$ cat src/hdl/sap_pkg.sv
// ----------------------------------------------------------------------------
// sap_pkg
// Types, codes and small helpers shared by the shelf atlas packer.
// ----------------------------------------------------------------------------
package sap_pkg;

  // Coordinate width of every stored row value and every size field
  localparam int unsigned COORD_BITS = 13;
  localparam int unsigned POS_BITS   = 12;
  localparam int unsigned STAT_BITS  = 3;
  localparam int unsigned IDX_BITS   = 2;
  localparam int unsigned USED_BITS  = 3;
  localparam int unsigned CFG_IDX_W  = 1;

  // Largest atlas dimension; register values above it are clamped
  localparam logic [COORD_BITS-1:0] DIM_CAP = COORD_BITS'(4096);

  // Command codes
  localparam logic CMD_PLACE     = 1'b0;
  localparam logic CMD_NEW_BATCH = 1'b1;

  // Configuration register indexes
  localparam logic [CFG_IDX_W-1:0] CFG_ATLAS_WIDTH  = CFG_IDX_W'(0);
  localparam logic [CFG_IDX_W-1:0] CFG_ATLAS_HEIGHT = CFG_IDX_W'(1);

  // Result status codes
  localparam logic [STAT_BITS-1:0] ST_PLACED    = STAT_BITS'(0);
  localparam logic [STAT_BITS-1:0] ST_SHARED    = STAT_BITS'(1);
  localparam logic [STAT_BITS-1:0] ST_TOO_LARGE = STAT_BITS'(2);
  localparam logic [STAT_BITS-1:0] ST_NO_ROOM   = STAT_BITS'(3);
  localparam logic [STAT_BITS-1:0] ST_CLEARED   = STAT_BITS'(4);

  typedef logic [COORD_BITS-1:0] coord_t;

  // Request transaction
  typedef struct packed {
    logic   command;
    coord_t rect_width;
    coord_t rect_height;
    logic   is_shared;
  } sap_req_t;

  // Result transaction
  typedef struct packed {
    logic [STAT_BITS-1:0] status;
    logic [IDX_BITS-1:0]  atlas_index;
    logic [POS_BITS-1:0]  pos_x;
    logic [POS_BITS-1:0]  pos_y;
    logic [USED_BITS-1:0] atlases_used;
  } sap_res_t;

  // One row (shelf) entry of the row table
  typedef struct packed {
    coord_t top;
    coord_t left;
    coord_t tall;
  } sap_row_t;

  // Controller states
  typedef enum logic {
    S_IDLE,
    S_SCAN
  } sap_state_e;

  // Kind of token moving from the read-issue stage to the check stage
  typedef enum logic [1:0] {
    TK_NONE,
    TK_ROW,
    TK_END,
    TK_DONE
  } sap_tok_e;

  function automatic coord_t cap_dim(input coord_t v);
    return (v > DIM_CAP) ? DIM_CAP : v;
  endfunction

  function automatic coord_t sat_sub(input coord_t a, input coord_t b);
    return (a > b) ? coord_t'(a - b) : '0;
  endfunction

endpackage

$ cat src/hdl/shelf_atlas_packer.sv
// ----------------------------------------------------------------------------
// shelf_atlas_packer
// First-fit shelf packing of rectangles into a set of equal-size atlases.
// ----------------------------------------------------------------------------
// A transaction is taken when start_i is high and busy_o is low; exactly one
// result follows, shown for one cycle with done_o high, and the receiver
// cannot hold it off. New-batch, shared and oversize requests answer in the
// cycle after they are taken. A placement walks the row table in one RAM,
// one row per cycle, atlas after atlas, with an end step for each open atlas
// and a final step for the new-atlas decision. The registered RAM read is
// hidden by issuing the next row read while the previous row is checked. The
// row table needs no clearing pass: only rows counted as opened in the current
// batch are read.
// ----------------------------------------------------------------------------
module shelf_atlas_packer
  import sap_pkg::*;
#(
  parameter int unsigned MAX_ATLASES = 4,
  parameter int unsigned MAX_ROWS    = 16
) (
  input  logic                 clk_i,
  input  logic                 rst_ni,
  input  logic                 start_i,
  output logic                 busy_o,
  input  sap_req_t             req_i,
  output logic                 done_o,
  output sap_res_t             result_o,
  input  logic                 cfg_we_i,
  input  logic [CFG_IDX_W-1:0] cfg_idx_i,
  input  coord_t               cfg_wdata_i
);

  localparam int unsigned SLOTS = MAX_ATLASES * MAX_ROWS;
  localparam int unsigned SW    = (SLOTS > 1) ? $clog2(SLOTS) : 1;
  localparam int unsigned AW    = $clog2(MAX_ATLASES + 1);
  localparam int unsigned AIW   = (MAX_ATLASES > 1) ? $clog2(MAX_ATLASES) : 1;
  localparam int unsigned RW    = $clog2(MAX_ROWS + 1);

  // Configuration registers
  coord_t atlas_w_q, atlas_h_q;
  coord_t aw, ah;

  // Per-atlas state
  logic [RW-1:0] rows_q [MAX_ATLASES];
  logic [RW-1:0] rows_d [MAX_ATLASES];
  coord_t        hl_q   [MAX_ATLASES];
  coord_t        hl_d   [MAX_ATLASES];
  logic [AW-1:0] total_q, total_d;

  // Controller and item registers
  sap_state_e    state_q, state_d;
  coord_t        w_q, h_q;

  // Read-issue stage
  logic          run_q, run_d;
  logic [AW-1:0] ia_q, ia_d;
  logic [RW-1:0] ir_q, ir_d;
  logic [SW-1:0] raddr;
  sap_tok_e      tok_kind;

  // Check stage
  sap_tok_e      ck_kind_q, ck_kind_d;
  logic [AW-1:0] ck_atlas_q;
  logic [SW-1:0] ck_slot_q;

  // RAM ports
  logic          ram_we;
  logic [SW-1:0] ram_waddr;
  sap_row_t      ram_wdata, ram_rdata;

  // Result register
  logic          done_q, done_d;
  sap_res_t      res_q, res_d;

  // Decision signals
  logic          accept, finish, row_hit, end_fit, open_row, no_room;
  logic [AW-1:0] open_atlas;
  logic [RW-1:0] open_rows;
  coord_t        open_hl, open_top;
  logic [AW-1:0] ia_rd_sel;

  function automatic logic [SW-1:0] slot_of(input logic [AW-1:0] a, input logic [RW-1:0] r);
    return SW'(int'(a) * MAX_ROWS + int'(r));
  endfunction

  assign aw     = cap_dim(atlas_w_q);
  assign ah     = cap_dim(atlas_h_q);
  assign accept = start_i && (state_q == S_IDLE);
  assign busy_o = (state_q != S_IDLE);
  assign done_o = done_q;
  assign result_o = res_q;

  // Row table
  sap_ram #(
    .WIDTH($bits(sap_row_t)),
    .DEPTH(SLOTS)
  ) u_rows (
    .clk_i  (clk_i),
    .we_i   (ram_we),
    .waddr_i(ram_waddr),
    .wdata_i(ram_wdata),
    .raddr_i(raddr),
    .rdata_o(ram_rdata)
  );

  // Configuration writes
  always_ff @(posedge clk_i or negedge rst_ni) begin
    if (!rst_ni) begin
      atlas_w_q <= COORD_BITS'(2048);
      atlas_h_q <= COORD_BITS'(2048);
    end else if (cfg_we_i) begin
      unique case (cfg_idx_i)
        CFG_ATLAS_WIDTH:  atlas_w_q <= cfg_wdata_i;
        CFG_ATLAS_HEIGHT: atlas_h_q <= cfg_wdata_i;
        default: ;
      endcase
    end
  end

  // Issue stage: produce the next token and row read address
  always_comb begin
    ia_rd_sel = ia_q;
    tok_kind  = TK_NONE;
    raddr     = slot_of(ia_q, ir_q);
    ia_d      = ia_q;
    ir_d      = ir_q;
    run_d     = run_q;
    if (state_q == S_SCAN && run_q) begin
      if (ia_q == total_q) begin
        tok_kind = TK_DONE;
        run_d    = 1'b0;
      end else if (ir_q < rows_q[ia_rd_sel[AIW-1:0]]) begin
        tok_kind = TK_ROW;
        ir_d     = RW'(ir_q + 1'b1);
      end else begin
        tok_kind = TK_END;
        ia_d     = AW'(ia_q + 1'b1);
        ir_d     = '0;
      end
    end
    if (accept) begin
      ia_d  = '0;
      ir_d  = '0;
      run_d = (req_i.command == CMD_PLACE) && !req_i.is_shared &&
              !(req_i.rect_width > aw || req_i.rect_height > ah);
    end
    ck_kind_d = tok_kind;
  end

  // Check stage: decide on the current token
  always_comb begin
    row_hit    = (ck_kind_q == TK_ROW) &&
                 (w_q <= sat_sub(aw, ram_rdata.left)) && (h_q <= ram_rdata.tall);
    end_fit    = (ck_kind_q == TK_END) &&
                 (h_q <= hl_q[ck_atlas_q[AIW-1:0]]) &&
                 (rows_q[ck_atlas_q[AIW-1:0]] < RW'(MAX_ROWS));
    no_room    = (ck_kind_q == TK_DONE) && (total_q == AW'(MAX_ATLASES));
    open_row   = end_fit || ((ck_kind_q == TK_DONE) && !no_room);
    finish     = (state_q == S_SCAN) && (row_hit || open_row || no_room);
    // A new atlas behaves as an atlas with full height and no rows
    if (ck_kind_q == TK_DONE) begin
      open_atlas = total_q;
      open_rows  = '0;
      open_hl    = ah;
    end else begin
      open_atlas = ck_atlas_q;
      open_rows  = rows_q[ck_atlas_q[AIW-1:0]];
      open_hl    = hl_q[ck_atlas_q[AIW-1:0]];
    end
    open_top = sat_sub(ah, open_hl);
  end

  // Next state
  always_comb begin
    state_d = state_q;
    unique case (state_q)
      S_IDLE: if (accept && run_d) state_d = S_SCAN;
      S_SCAN: if (finish) state_d = S_IDLE;
      default: state_d = S_IDLE;
    endcase
  end

  // Writes, per-atlas updates and result
  always_comb begin
    ram_we    = 1'b0;
    ram_waddr = ck_slot_q;
    ram_wdata = ram_rdata;
    rows_d    = rows_q;
    hl_d      = hl_q;
    total_d   = total_q;
    done_d    = 1'b0;
    res_d     = res_q;
    unique case (state_q)
      S_IDLE: begin
        if (accept) begin
          res_d.atlas_index  = '0;
          res_d.pos_x        = '0;
          res_d.pos_y        = '0;
          res_d.atlases_used = USED_BITS'(total_q);
          if (req_i.command == CMD_NEW_BATCH) begin
            // Drop every atlas; row entries are never read before reopening
            for (int i = 0; i < MAX_ATLASES; i++) rows_d[i] = '0;
            total_d            = '0;
            res_d.status       = ST_CLEARED;
            res_d.atlases_used = '0;
            done_d             = 1'b1;
          end else if (req_i.is_shared) begin
            res_d.status = ST_SHARED;
            done_d       = 1'b1;
          end else if (req_i.rect_width > aw || req_i.rect_height > ah) begin
            res_d.status = ST_TOO_LARGE;
            done_d       = 1'b1;
          end
        end
      end
      S_SCAN: begin
        res_d.atlas_index  = '0;
        res_d.pos_x        = '0;
        res_d.pos_y        = '0;
        res_d.atlases_used = USED_BITS'(total_q);
        if (row_hit) begin
          // Advance the left edge of the matching row
          ram_we             = 1'b1;
          ram_wdata.left     = coord_t'(ram_rdata.left + w_q);
          res_d.status       = ST_PLACED;
          res_d.atlas_index  = IDX_BITS'(ck_atlas_q);
          res_d.pos_x        = ram_rdata.left[POS_BITS-1:0];
          res_d.pos_y        = ram_rdata.top[POS_BITS-1:0];
          done_d             = 1'b1;
        end else if (open_row) begin
          // Open a row at the bottom of the chosen atlas
          ram_we         = 1'b1;
          ram_waddr      = slot_of(open_atlas, open_rows);
          ram_wdata.top  = open_top;
          ram_wdata.left = w_q;
          ram_wdata.tall = h_q;
          rows_d[open_atlas[AIW-1:0]] = RW'(open_rows + 1'b1);
          hl_d[open_atlas[AIW-1:0]]   = sat_sub(open_hl, h_q);
          if (ck_kind_q == TK_DONE) total_d = AW'(total_q + 1'b1);
          res_d.status       = ST_PLACED;
          res_d.atlas_index  = IDX_BITS'(open_atlas);
          res_d.pos_y        = open_top[POS_BITS-1:0];
          res_d.atlases_used = USED_BITS'(total_d);
          done_d             = 1'b1;
        end else if (no_room) begin
          res_d.status = ST_NO_ROOM;
          done_d       = 1'b1;
        end
      end
      default: ;
    endcase
  end

  // Control registers
  always_ff @(posedge clk_i or negedge rst_ni) begin
    if (!rst_ni) begin
      state_q   <= S_IDLE;
      run_q     <= 1'b0;
      ia_q      <= '0;
      ir_q      <= '0;
      ck_kind_q <= TK_NONE;
      total_q   <= '0;
      done_q    <= 1'b0;
      for (int i = 0; i < MAX_ATLASES; i++) rows_q[i] <= '0;
    end else begin
      state_q   <= state_d;
      run_q     <= run_d;
      ia_q      <= ia_d;
      ir_q      <= ir_d;
      ck_kind_q <= ck_kind_d;
      total_q   <= total_d;
      done_q    <= done_d;
      rows_q    <= rows_d;
    end
  end

  // Payload registers
  always_ff @(posedge clk_i) begin
    if (accept) begin
      w_q <= req_i.rect_width;
      h_q <= req_i.rect_height;
    end
    ck_atlas_q <= ia_q;
    ck_slot_q  <= raddr;
    hl_q       <= hl_d;
    res_q      <= res_d;
  end

  // Never more atlases open than exist
  assert property (@(posedge clk_i) disable iff (!rst_ni)
    total_q <= AW'(MAX_ATLASES))
    else $error("atlas count beyond limit");

  // A row or end token always refers to an open atlas
  assert property (@(posedge clk_i) disable iff (!rst_ni)
    (state_q == S_SCAN && (ck_kind_q == TK_ROW || ck_kind_q == TK_END)) |->
      ck_atlas_q < total_q)
    else $error("token for an atlas that is not open");

  // A new batch answers next cycle with the cleared status and no atlases
  assert property (@(posedge clk_i) disable iff (!rst_ni)
    (accept && req_i.command == CMD_NEW_BATCH) |=>
      (done_o && result_o.status == ST_CLEARED && total_q == '0))
    else $error("new batch not answered");

  // A placement always leaves at least one atlas open
  assert property (@(posedge clk_i) disable iff (!rst_ni)
    (done_o && result_o.status == ST_PLACED) |-> total_q != '0)
    else $error("placed with no open atlas");

  // The scan ends on a result, never silently
  assert property (@(posedge clk_i) disable iff (!rst_ni)
    (state_q == S_SCAN && state_d == S_IDLE) |=> done_o)
    else $error("scan ended without a result");

endmodule

$ cat src/hdl/sap_ram.sv
// ----------------------------------------------------------------------------
// sap_ram
// Generic simple dual-port RAM: one write port, one read port, registered read.
// ----------------------------------------------------------------------------
module sap_ram #(
  parameter int unsigned WIDTH = 39,
  parameter int unsigned DEPTH = 64,
  parameter int unsigned ADDR_W = (DEPTH > 1) ? $clog2(DEPTH) : 1
) (
  input  logic              clk_i,
  input  logic              we_i,
  input  logic [ADDR_W-1:0] waddr_i,
  input  logic [WIDTH-1:0]  wdata_i,
  input  logic [ADDR_W-1:0] raddr_i,
  output logic [WIDTH-1:0]  rdata_o
);

  logic [WIDTH-1:0] mem_q [DEPTH];
  logic [WIDTH-1:0] rdata_q;

  // Write and registered read
  always_ff @(posedge clk_i) begin
    if (we_i) begin
      mem_q[waddr_i] <= wdata_i;
    end
    rdata_q <= mem_q[raddr_i];
  end

  assign rdata_o = rdata_q;

endmodule

$ cat config.mk
export PLATFORM = sky130hd
export DESIGN_NAME = shelf_atlas_packer
export DESIGN_NICKNAME = d
export VERILOG_FILES = /design/src/hdl/sap_pkg.sv /design/src/hdl/shelf_atlas_packer.sv /design/src/hdl/sap_ram.sv
export SDC_FILE = /design/constraint.sdc
export NUM_CORES = 2
export LEC_CHECK = 0
export BUFFER_PORTS_ARGS = -buffer_cell sky130_fd_sc_hd__buf_2
export CORE_MARGIN = 1.5
export CORE_UTILIZATION = 46
export CTS_CLUSTER_SIZE = 28
export DETAILED_ROUTE_END_ITERATION = 10
export PLACE_DENSITY = 0.71
export SYNTH_ARGS = -nofsm -noshare
export SYNTH_HDL_FRONTEND = slang
export SYNTH_SLANG_ARGS = --single-unit
$ cat constraint.sdc
create_clock -name clk_i -period 19.2 [get_ports clk_i]
set_clock_uncertainty 0.05 [all_clocks]
set_input_delay 5.76 -clock clk_i [delete_from_list [all_inputs] [get_ports clk_i]]
set_output_delay 5.76 -clock clk_i [all_outputs]
set_load 0.005 [all_outputs]
# Yosys cells after proc, flatten, opt, wreduce, memory -nomap -nowiden
# Memories as Yosys holds them, arrays and structs flattened. A register that Yosys moved wholly into a read port is not among the register bits.
# Cells that the tools add are included.
# classes
n_addsub	10
n_lt_le_gt_ge	16
eq_ne	13
n_mux	85
bitwise	7
n_reduce_logical	29
# ops
operator	n
2-to-1 mux 13 bit	12
2-to-1 mux 20 bit	4
2-to-1 mux 39 bit	2
> comparator 13 bit	5
case mux 32 bit (2 select lines)	1
2-to-1 mux 5 bit	11
bitwise mux 52 bit	1
2-to-1 mux 3 bit	15
case mux 20 bit (2 select lines)	1
<= comparator 13 bit	3
subtractor 13 bit	3
2-to-1 mux 32 bit	1
binary-select mux 13 bit (select 2 bit)	1
demux 13 bit (select 2 bit)	1
> comparator 13 bit, second input constant	2
2-to-1 mux 12 bit	2
binary-select mux 5 bit (select 2 bit)	2
bitwise mux 20 bit	1
2-to-1 mux 6 bit	3
2-to-1 mux 1 bit	17
2-to-1 mux 15 bit	1
adder 13 bit	1
logical AND 1 bit	13
adder 6 x 5 -> 6 bit	2
other kinds (26)	55
# totals
ff_bits	180
mem_bits_rw	2496
out_inout_bits	34
wordCells	187
memories	1
# memory_table
memory	depth	width	read_ports	rd_clocked_by_memory_dff	wr	line	source
u_rows.mem_q	64	39	1	1	1	sap_ram.sv:18	logic [WIDTH-1:0] mem_q [DEPTH];

# Longest topological paths before layout
# logic_depth
ltp_word	13
depth_mapped	23
ltp_nobuf	20

# Cells and area by module
# Synthesis repeated with hierarchy kept, for this count alone.
# unflattened
cells_unflattened	5273
hier_area_um2	107528.1
# modules_own_cells
mod	instances	cells_per_inst	area_each_um2	seq_area_each_um2
sap_ram	1	4059	95352.7	75732.6
shelf_atlas_packer	1	1214	12175.4	5017.3

# Worst setup path after synthesis
# Ideal clock, no wire load.
# synth_timing
kind	input -> register
from	input port req_i[3] in the netlist's numbering
to	register res_q (netlist bit result_o[29]), enable pin
t_arrival_ps	7693
required_time_ps	18852
setup_slack_ps	11159
path_stages	8
path_buffers	0
path_cell_list	ha_1 a21o_1 a21o_1 a211oi_1 o211a_1 o21ai_0 a2111oi_0 a211oi_1
# synth_between
elab_chain_cells	4
# synth_rtl
element	line	source
start, declared	shelf_atlas_packer.sv:25	input sap_req_t req_i,
> comparator 13 bit	shelf_atlas_packer.sv:210	end else if (req_i.rect_width > aw || req_i.rect_height > ah) begin
logical OR 1 bit	shelf_atlas_packer.sv:210	
!= test 4 x 3 -> 1 bit (no line)	--	
AND reduction 3 bit (no line)	--	
end signal, assigned	shelf_atlas_packer.sv:286	res_q <= res_d;
end, declared	shelf_atlas_packer.sv:73	sap_res_t res_q, res_d;
# Every way passes these cells.
# A chain may end at the register's enable or synchronous reset.

# Final worst setup path
# layout_timing
from	input port req_i[21] in the netlist's numbering
to	register res_q (netlist bit result_o[29]), enable pin
# Same word-level chain as after synthesis.

==> summary.md <==
| Metric | Value |
|---|---|
| Commonest non-fill, non-tap cell in the layout | `edfxtp_1` |
| Post-synthesis sequential area ratio | `0.744` |
| Int Pwr | `between 9000 and 10000 uW` |
| Critical path startpoint | `req_i[21]` |
| Min-Delay Path Class | `reg2reg` |
| Post-CTS Setup Inserts | `0` |
| Post-CTS sizing | `0` |
| Core Footprint | `229000 um2` |
| Top_reg_cell synth | `edfxtp_1` |
| Reg power frac | `0.532` |
| P&R area growth vs syn | `12.7%` |
| Critical Path Fanout Max | `4` |
| Die area | `233000 um2` |
| CTS Root Cell | `clkbuf_16` |
| Share of post-route cells with drive strength above 1 | `0.215` |
| Gate power share | `0.060` |
| Clock slew at reported path FFs | `around 60 ps` |
| Vias in the first global route | `55.5k` |
| Largest cells by area after synthesis | `edfxtp_1, mux4_2, mux2i_1` |
| Iter 0 DRT Violations | `7554` |
| Net Sw Power | `approximately 2700 uW` |
| Status | `completed` |
| Fraction of power spent switching nets | `0.217` |
| Clock Tree Buf Depth | `4` |
| Avg Cell Area, Syn | `about 19 um2` |
| Avg WL per Cell | `30.8 um` |
| Met3 routed WL | `30.1 mm` |
| Gr usage total | `0.235` |
| CP Class | `in2reg` |
| Maximum vdd drop | `roughly 0.10 mV` |
| RSZ-0062 raised after global routing | `no` |
| IO Pins | `80` |
| Number of enable flip-flop cells after synthesis | `2542` |
| # H-tree levels | `5` |
| Final Max Slew Viols | `0` |
| CP Data Arrival Time | `8240 ps` |
| Tightest Pin Transition | `1390 ps` |
| Hold depth | `1` |
| Leak | `0.0374 uW` |
| Kind of launch point of the worst setup path | `primary input` |
| Clock power share | `0.409` |
| Drt first pass iters | `6` |
| Row count | `176` |
| IO buf count | `79` |
| Netlist cell types | `76` |
| Largest net degree at the start of global routing | `116` |
| R2R Setup Slk | `11860 ps` |
| Worst setup margin | `11500 ps` |
| Pwr dens | `103 nW/um2` |
| Sum Neg Setup Slack | `0 ps` |
| Area leader, netlist | `edfxtp_1` |
| Top cell type's share of synthesized area | `0.720` |
| Fin crit period | `a little under 8000 ps` |
| Worst hold slack | `~480 ps` |
| Top layer in use | `met4` |
| Routed WL | `between 200 and 300 mm` |
| M1 WL | `108 mm` |
| DRC | `0` |
| Final nets | `slightly below 6k` |
| Worst Path Required | `roughly 20000 ps` |
| Syn. warnings | `0` |
| Starting Density | `0.462` |
| Clk sink count | `2650` |
| Die height | `483 um` |
| Gp weighted congestion | `0.895` |
| Worst slack at placement | `10620 ps` |
| Worst slew margin | `0.0732` |
| Number of synthesized register bits | `between 2k and 3k` |
| Post-Syn Area | `106000 um2` |
| Post-Syn Nets | `5667` |
| ANT nets after route | `0` |
| Worst-Skew Late Latency | `920 ps` |
| Drt via density | `6.31` |
| Worst setup path endpoint | `result_o[29]$_DFFE_PP_` |
| Final hold vios | `0` |
| Post-synth ARST share | `0.0234` |
| Post-Syn Instances | `between 5k and 6k` |
| Pwr Total | `12300 uW` |
| Commonest cells after routing, fill and taps aside | `edfxtp_1, mux4_2, mux2i_1` |
| Gr ovfl total | `0` |
| CTS tree | `done` |
| Crit Reg-Reg Startpoint | `atlas_w_q[12]$_DFFE_PN0P_` |
| Placed cells | `8482` |
| Initial antenna violation count | `16` |
| First-pass GRT wire length | `395 mm` |
| Reg2Reg Depth | `21` |
| HPWL Detailed | `153 mm` |
| Final setup vio count | `0` |
| Worst Setup End Kind | `flip-flop` |
| Fraction of the cycle the final worst path needs | `0.401` |
| FF-to-FF End | `u_rows.mem_q[62][26]$_DFFE_PP_` |
| WL met2 | `about 130 mm` |
| Fmax achieved | `0.130 GHz` |
| Die X | `roughly 480 um` |
| Max Cap Viol | `0` |
| Hold-fix buffers at CTS | `0` |
| Post-route non-filler standard cell count | `~9k` |
| Inserted Clock Buffers | `between 200 and 300` |
| Via count | `around 56k` |
==> power groups by stage <==
stage | clock network [uW] | registers, uW | logic [uW]
after floorplan | 0 | 6630 | 462
after global placement | 0 | 6640 | 698
after detailed placement | 0 | 6640 | 720
after CTS | 5080 | 6520 | 724
after global routing | 5300 | 6520 | 795
final | 5020 | 6520 | 730
==> logic make-up (layout without fill, tap and decap cells) <==
family / Yosys count / count (layout) / synth area share
buffers and inverters: 435 / 868 / 0.0167
AOI/OAI and AO/OA: 752 / 752 / 0.0482
DFF: 2650 / 2650 / 0.744
other: 0 / 4 / 0
and+or+nand+nor: 535 / 535 / 0.0238
xor gates and xnor gates: 47 / 47 / 0.00388
adders and majority gates: 134 / 134 / 0.0161
muxes: 934 / 934 / 0.148
==> layer usage <==
metal  global-route usage  vias up
met2                0.369     3243
met3               0.0487      482
met5                    0        -
met1                0.332    29500
met4               0.0714        0
li1                     -    23200
==> worst min path at each step <==
stage | start | to
after floorplan | ir_q[0]$_DFFE_PN0P_ | ck_slot_q[0]$_DFF_P_
after global placement | atlas_w_q[10]$_DFFE_PN0P_ | atlas_w_q[10]$_DFFE_PN0P_
after detailed placement | atlas_w_q[10]$_DFFE_PN0P_ | atlas_w_q[10]$_DFFE_PN0P_
after CTS | atlas_w_q[10]$_DFFE_PN0P_ | atlas_w_q[10]$_DFFE_PN0P_
after global routing | atlas_w_q[10]$_DFFE_PN0P_ | atlas_w_q[10]$_DFFE_PN0P_
final | atlas_w_q[10]$_DFFE_PN0P_ | atlas_w_q[10]$_DFFE_PN0P_
==> synth_stat cells, drive strengths merged, types with 20 or more instances <==
master,instances
nand3,30
ha,130
mux2,26
clkbuf,174
a21oi,208
edfxtp,2542
mux2i,409
a31oi,20
o21ai,102
a21o,22
dfxtp,46
nor3,155
xnor2,35
dfrtp,60
and2,22
o221ai,184
nand2,186
inv,134
mux4,499
buf,126
a211oi,25
nor2,68
o22ai,87
==> through the flow <==
step,util,instance area [um2]
2_1_floorplan,-,106000
3_5_place_dp,0.484,111000
3_3_place_gp,0.484,111000
4_1_cts,0.520,119000
6_report,0.520,119000
5_1_grt,0.520,119000
==> flip-flops by register name (all words and copies together) (netlist names), 3 cells and up <==
name and flops:
ia_q 3, atlas_h_q 13, ir_q 5, w_q 13
result_o 32, u_rows.mem_q 2432, h_q 13, hl_q 52
ck_slot_q 6, atlas_w_q 13, u_rows.rdata_o 38, rows_q 20
total_q 3
==> cell type report <==
cell class	count	area (um2)
Fill cell	17600	110000
Antenna cell	4	10.0
Sequential cell	2650	78800
Timing Repair Buffer	269	1910
Tap cell	3026	3790
Inverter	135	519
Clock inverter	123	986
Clock buffer	341	7290
Multi-Input combinational cell	2402	26100
==> worst max-delay path, stage by stage <==
cell	delay [ps]
buf_2	110
ha_1	310
a21o_1	160
a21oi_1	170
nor2_1	60
a211oi_1	220
a21oi_1	290
a2111oi_0	850
a211oi_1	300
(Power assumes the default switching activity.)
